$ cat config.mk
export PLATFORM = sky130hd
export DESIGN_NAME = bt2c_step
export DESIGN_NICKNAME = d
export VERILOG_FILES = /design/src/hdl/bt2c_pkg.sv /design/src/hdl/bt2c_step.sv
export SDC_FILE = /design/constraint.sdc
export NUM_CORES = 1
export LEC_CHECK = 0
export ABC_AREA = 1
export BUFFER_PORTS_ARGS = -buffer_cell sky130_fd_sc_hd__buf_2
export CAP_MARGIN = 20
export CORE_UTILIZATION = 35
export DETAILED_ROUTE_END_ITERATION = 10
export PLACE_DENSITY = 0.7
export SYNTH_ARGS = -nofsm -noshare
export SYNTH_HDL_FRONTEND = slang
export SYNTH_SLANG_ARGS = --single-unit
$ cat constraint.sdc
create_clock -name vclk -period 4.15
set_input_delay 0.415 -clock vclk [all_inputs]
set_output_delay 0.415 -clock vclk [all_outputs]
set_load 0.01 [all_outputs]
$ cat src/hdl/bt2c_pkg.sv
package bt2c_pkg;

    localparam int CTX_W = 10;
    localparam int CFG_W = 13;
    localparam logic [CFG_W-1:0] WIDTH_RESET = 13'd4096;

    localparam logic [CTX_W-1:0] CTX_KEEP = 10'h1bd;
    localparam logic [CTX_W-1:0] CTX_ABOVE_BIT = 10'h004;
    localparam logic [CTX_W-1:0] CTX_TWO_BIT = 10'h080;

    localparam logic OP_PIXEL = 1'b0;
    localparam logic OP_START = 1'b1;

    typedef struct packed {
        logic op;
        logic pixel_bit;
    } t_in;

    typedef struct packed {
        logic [CTX_W-1:0] next_context;
        logic [7:0]       packed_byte;
        logic             byte_ready;
        logic             row_done;
    } t_out;

    // one column of history: pixel two rows up and pixel one row up
    typedef struct packed {
        logic two;
        logic above;
    } t_hist;

endpackage

$ cat src/hdl/bt2c_step.sv
module bt2c_step #(
    parameter int MAX_WIDTH = 4096
) (
    input  bt2c_pkg::t_in                          i_item,
    input  logic [$clog2(MAX_WIDTH)-1:0]           i_col,
    input  logic [1:0]                             i_rows,
    input  logic [bt2c_pkg::CTX_W-1:0]             i_ctx,
    input  logic [7:0]                             i_shift,
    input  logic [$clog2(MAX_WIDTH+1)-1:0]         i_width,
    input  bt2c_pkg::t_hist [3:0]                  i_win,
    input  bt2c_pkg::t_hist [3:0]                  i_head,
    input  bt2c_pkg::t_hist                        i_rdata,
    output logic [$clog2(MAX_WIDTH)-1:0]           o_col,
    output logic [1:0]                             o_rows,
    output logic [bt2c_pkg::CTX_W-1:0]             o_ctx,
    output logic [7:0]                             o_shift,
    output bt2c_pkg::t_hist [3:0]                  o_win,
    output bt2c_pkg::t_hist [3:0]                  o_head,
    output bt2c_pkg::t_hist                        o_wdata,
    output bt2c_pkg::t_out                         o_res
);
    import bt2c_pkg::*;

    localparam int AW = $clog2(MAX_WIDTH);
    localparam int WW = $clog2(MAX_WIDTH + 1);
    localparam int CW = WW + 2;

    logic [CW-1:0]    c_ext;
    logic [CW-1:0]    w_ext;
    logic             last;
    logic [7:0]       shift_or;
    logic [1:0]       rows_inc;
    t_hist            wr;
    t_hist [3:0]      head_new;
    logic             a3;
    logic             t2;
    logic [2:0]       in_w;
    logic [CTX_W-1:0] ctx_run;
    logic [CTX_W-1:0] ctx_row;

    always_comb begin
        c_ext    = CW'(i_col);
        w_ext    = CW'(i_width);
        last     = (c_ext + CW'(1)) >= w_ext;
        shift_or = i_shift | (8'(i_item.pixel_bit) << (3'd7 - i_col[2:0]));
        rows_inc = (i_rows == 2'd2) ? 2'd2 : i_rows + 2'd1;
        wr.two   = i_win[0].above;
        wr.above = i_item.pixel_bit;

        head_new = i_head;
        if ((i_col >> 2) == '0) begin
            head_new[i_col[1:0]] = wr;
        end

        a3 = (i_rows != 2'd0) && ((c_ext + CW'(3)) < w_ext) && i_win[3].above;
        t2 = (i_rows == 2'd2) && ((c_ext + CW'(2)) < w_ext) && i_win[2].two;
        ctx_run = ((i_ctx & CTX_KEEP) << 1) | CTX_W'(i_item.pixel_bit)
                | (a3 ? CTX_ABOVE_BIT : '0) | (t2 ? CTX_TWO_BIT : '0);

        for (int i = 0; i < 3; i++) begin
            in_w[i] = CW'(i) < w_ext;
        end
        ctx_row = '0;
        ctx_row[4] = in_w[0] && head_new[0].above;
        ctx_row[3] = in_w[1] && head_new[1].above;
        ctx_row[2] = in_w[2] && head_new[2].above;
        ctx_row[8] = (rows_inc == 2'd2) && in_w[0] && head_new[0].two;
        ctx_row[7] = (rows_inc == 2'd2) && in_w[1] && head_new[1].two;

        o_wdata = wr;
        o_head  = head_new;
        o_res   = '0;

        unique case (i_item.op)
            OP_START: begin
                o_col   = '0;
                o_rows  = 2'd0;
                o_ctx   = '0;
                o_shift = '0;
                o_win   = i_head;
                o_head  = i_head;
            end
            default: begin
                if (last) begin
                    o_col   = '0;
                    o_rows  = rows_inc;
                    o_ctx   = ctx_row;
                    o_shift = '0;
                    o_win   = head_new;
                    o_res.packed_byte = shift_or;
                    o_res.byte_ready  = 1'b1;
                    o_res.row_done    = 1'b1;
                end else begin
                    o_col  = i_col + AW'(1);
                    o_rows = i_rows;
                    o_ctx  = ctx_run;
                    o_win  = {i_rdata, i_win[3], i_win[2], i_win[1]};
                    if (i_col[2:0] == 3'd7) begin
                        o_shift = '0;
                        o_res.packed_byte = shift_or;
                        o_res.byte_ready  = 1'b1;
                    end else begin
                        o_shift = shift_or;
                    end
                end
                o_res.next_context = o_ctx;
            end
        endcase
    end

endmodule

==> results by group <==
Outcome
  – Status: finished clean

Setup path
  – Critical path buffer and inverter count: 5
  – Type of element launching the critical path: primary input
  – Critical path's slowest cell: ha_1
  – Number of cells on the critical path: 20
  – CP max stage delay: between 0.3 and 0.4 ns
  – Top fanout value on the critical path: 17
  – Data required time at the worst endpoint: 3.73 ns
  – Worst setup path startpoint: i_col[2]
  – Worst setup EP type: output pin
  – Largest delay share family, worst path: simple AND/OR/NAND/NOR gates
  – CP cell instances: buf_2 > ha_1 > inv_2 > nor2_4 > inv_2 > nor2_2 > xor2_2 > o21ai_1 > inv_1 > ha_1 > nand2_1 > nor2_2 > nand2_1 > nor2_2 > nor2_4 > nand3_4 > nor2_4 > nand2_1 > o21ai_1 > buf_2
  – Endpoint arrival time on the critical path: 3.31 ns
  – Crit Path Category: primary input to output pin

Pwr
  – P_int: 0.000140 W
  – Switching part of the total power: 61.4%
  – Power density over the cells: 108 nW/um2
  – Max rail drop VDD: about 0.039 mV
  – Pleak: 2.07 nW
  – Clk network pwr share: 0%
  – Logic pwr share: 100.0%
  – Net switching component of the power: 0.000223 W
  – Reg power frac: 0%

STA
  – Setup-failing EPs final: 0
  – Final critical-path required period: 3.73 ns
  – Post-route setup TNS: 0 ns
  – Final Max Tran Viols: 0
  – Setup repair after global routing missed its margin: no
  – Final hold violations: 0
  – Max Freq: 0.268 GHz
  – Final critical-path share of the clock period: 89.8%
  – Worst-Margin Slew: 0.538 ns
  – Worst relative slew slack: between 60% and 70%

Global routing
  – Number of global-route vias before repair: 2916
  – Total congestion overflow: 0
  – Maximum number of pins on one net before global-route repair: 23
  – Total GRT Usage: 19.2%
  – Antenna violations before repair: 0
  – Global-route wire length before repair: between 10000 and 15000 um

Run
  – Total of max-cap violations: 0

Finish
  – # diodes: 0
  – Reg area: 0 um2
  – Share of post-route cells with drive strength above 1: 30.0%
  – Final Core Density: approximately 45%
  – Clock buf count: 0
  – P&R area growth vs syn: 22.9%
  – Num sequential: 0
  – Post-layout net count: 681
  – Layout filler cell count: 810

Route
  – DR pass1 iterations: 4
  – Post-detailed-route wirelength per cell: between 10 and 15 um
  – Final antenna-violating net count: 0
  – Violation count after the first detailed-route iteration: about 170
  – Residual DRC count: 0
  – Total wire length after detailed routing: 8010 um
  – Total number of vias: roughly 3100
  – Drt via density: 4.74

Logic synthesis
  – Number of distinct library cell variants in the gate-level netlist after synthesis: 36
  – Syn_nets: 569
  – Summed instance area of the synthesized netlist: 2720 um2
  – Sequential element share of the synthesized area: 0%
  – Cells taking the most area after synthesis: ha_1, nand2_1, inv_1
  – Fraction of post-synthesis cell area in the top cell type by area: 22.1%
  – Biggest area consumer among synthesized cells: ha_1
  – Average size of a mapped cell: 5.97 um2
  – Ys Warns: 0
  – Cells after Synth: 456

CTS
  – # Post-CTS Setup Buffers: 0
  – Number of buffers inserted by hold repair at cts: 0
  – Post-cts resize count: 0

Worst hold path
  – Hold path startpoint: i_item[0]
  – Hold Path Stages: 2
  – WHS Endpoint: o_wdata[0]
  – Worst hold path type: primary input to output pin

Floorplan
  – Die outline area: 8130 um2
  – Number of ports placed on the die boundary: ~140
  – Core box area: 7370 um2
  – Die span in y: 90.2 um
  – Core Rows: 31
  – Initial Util: 36.9%
  – Width of the die: 90.2 um

Placement
  – Number of buffers inserted by port buffering: about 130
  – Weighted congestion at the end of routability-driven global placement: 0.865
  – Half-perimeter wire length after detailed placement: around 6900 um
[layout by cell type (no fill, tap or decap), types with 3 or more instances in the layout]
cell type / synthesis / routed
buf_2: 5 / 131
xnor2_1: 3 / 3
nand2_1: 95 / 95
inv_2: 5 / 5
nor2_2: 7 / 7
nor2_4: 6 / 6
a21o_1: 3 / 3
a21oi_1: 18 / 18
xor2_1: 21 / 21
nand4_1: 9 / 9
nor3_1: 9 / 9
o21ai_0: 11 / 11
o21ai_2: 3 / 3
nand3_4: 3 / 3
nand2_2: 5 / 5
o21ai_1: 9 / 9
inv_1: 72 / 72
nand3_1: 26 / 26
ha_1: 48 / 48
nor2_1: 64 / 64
[power groups by stage]
stage,clock network [W],registers (W),logic (W)
final,0,0,0.000363
after floorplan,0,0,0.000249
after global placement,0,0,0.000355
after CTS,0,0,0.000364
after global routing,0,0,0.000410
after detailed placement,0,0,0.000362
[worst max-delay path by stage]
stage	end
after floorplan	o_res[10]
after global placement	o_ctx[8]
after detailed placement	o_ctx[8]
after CTS	o_ctx[8]
after global routing	o_shift[7]
final	o_ctx[8]
[Yosys cell counts, drive strengths merged]
master   number
nor2         78
xnor2         3
buf          22
o21ai        24
clkinv        1
a21o          3
o21a          2
nor3          9
xor2         23
a21oi        19
nand3        29
nand2       101
a211oi        1
nand3b        1
nand4        11
o2111ai       1
o21bai        1
clkbuf        1
inv          77
and2          1
ha           48
[cell type report]
type                            instances  area [um2]  share of cell area [%]
Multi-Input combinational cell        355        2260                    67.5
Timing Repair Buffer                  133         671                    20.1
Inverter                               78         293                    8.75
Tap cell                               99         124                    3.70
[routing by layer]
layer,wire [um],part of all wire [%],GRT usage [%],up-vias
met2,3760,47,33.8,104
li1,-,-,-,1658
met1,3710,46,26.5,1387
met4,0,0,0.806,0
met3,545,6.8,1.61,0
met5,0,0,0,-
[stage by stage]
step	setup WS (ns)	std cells	power (W)	area, um2	hold slack, ns
3_5_place_dp	0.412	665	0.000362	3340	1.04
2_1_floorplan	1.09	456	0.000249	2720	0.922
3_3_place_gp	0.462	665	0.000355	3340	1.04
4_1_cts	0.403	665	0.000364	3340	1.04
6_report	0.422	665	0.000363	3340	1.04
5_1_grt	0.128	665	0.000410	3340	1.05
[cells by family after synthesis]
family	after synthesis	synth area share, %
buffers and inverters	101	17.1
xor gates and xnor gates	26	8.92
and+or+nand+nor	230	40.8
adders and majority gates	48	22.1
AOI/OAI and AO/OA	51	11.1
Power figures use the tool's default switching activity.
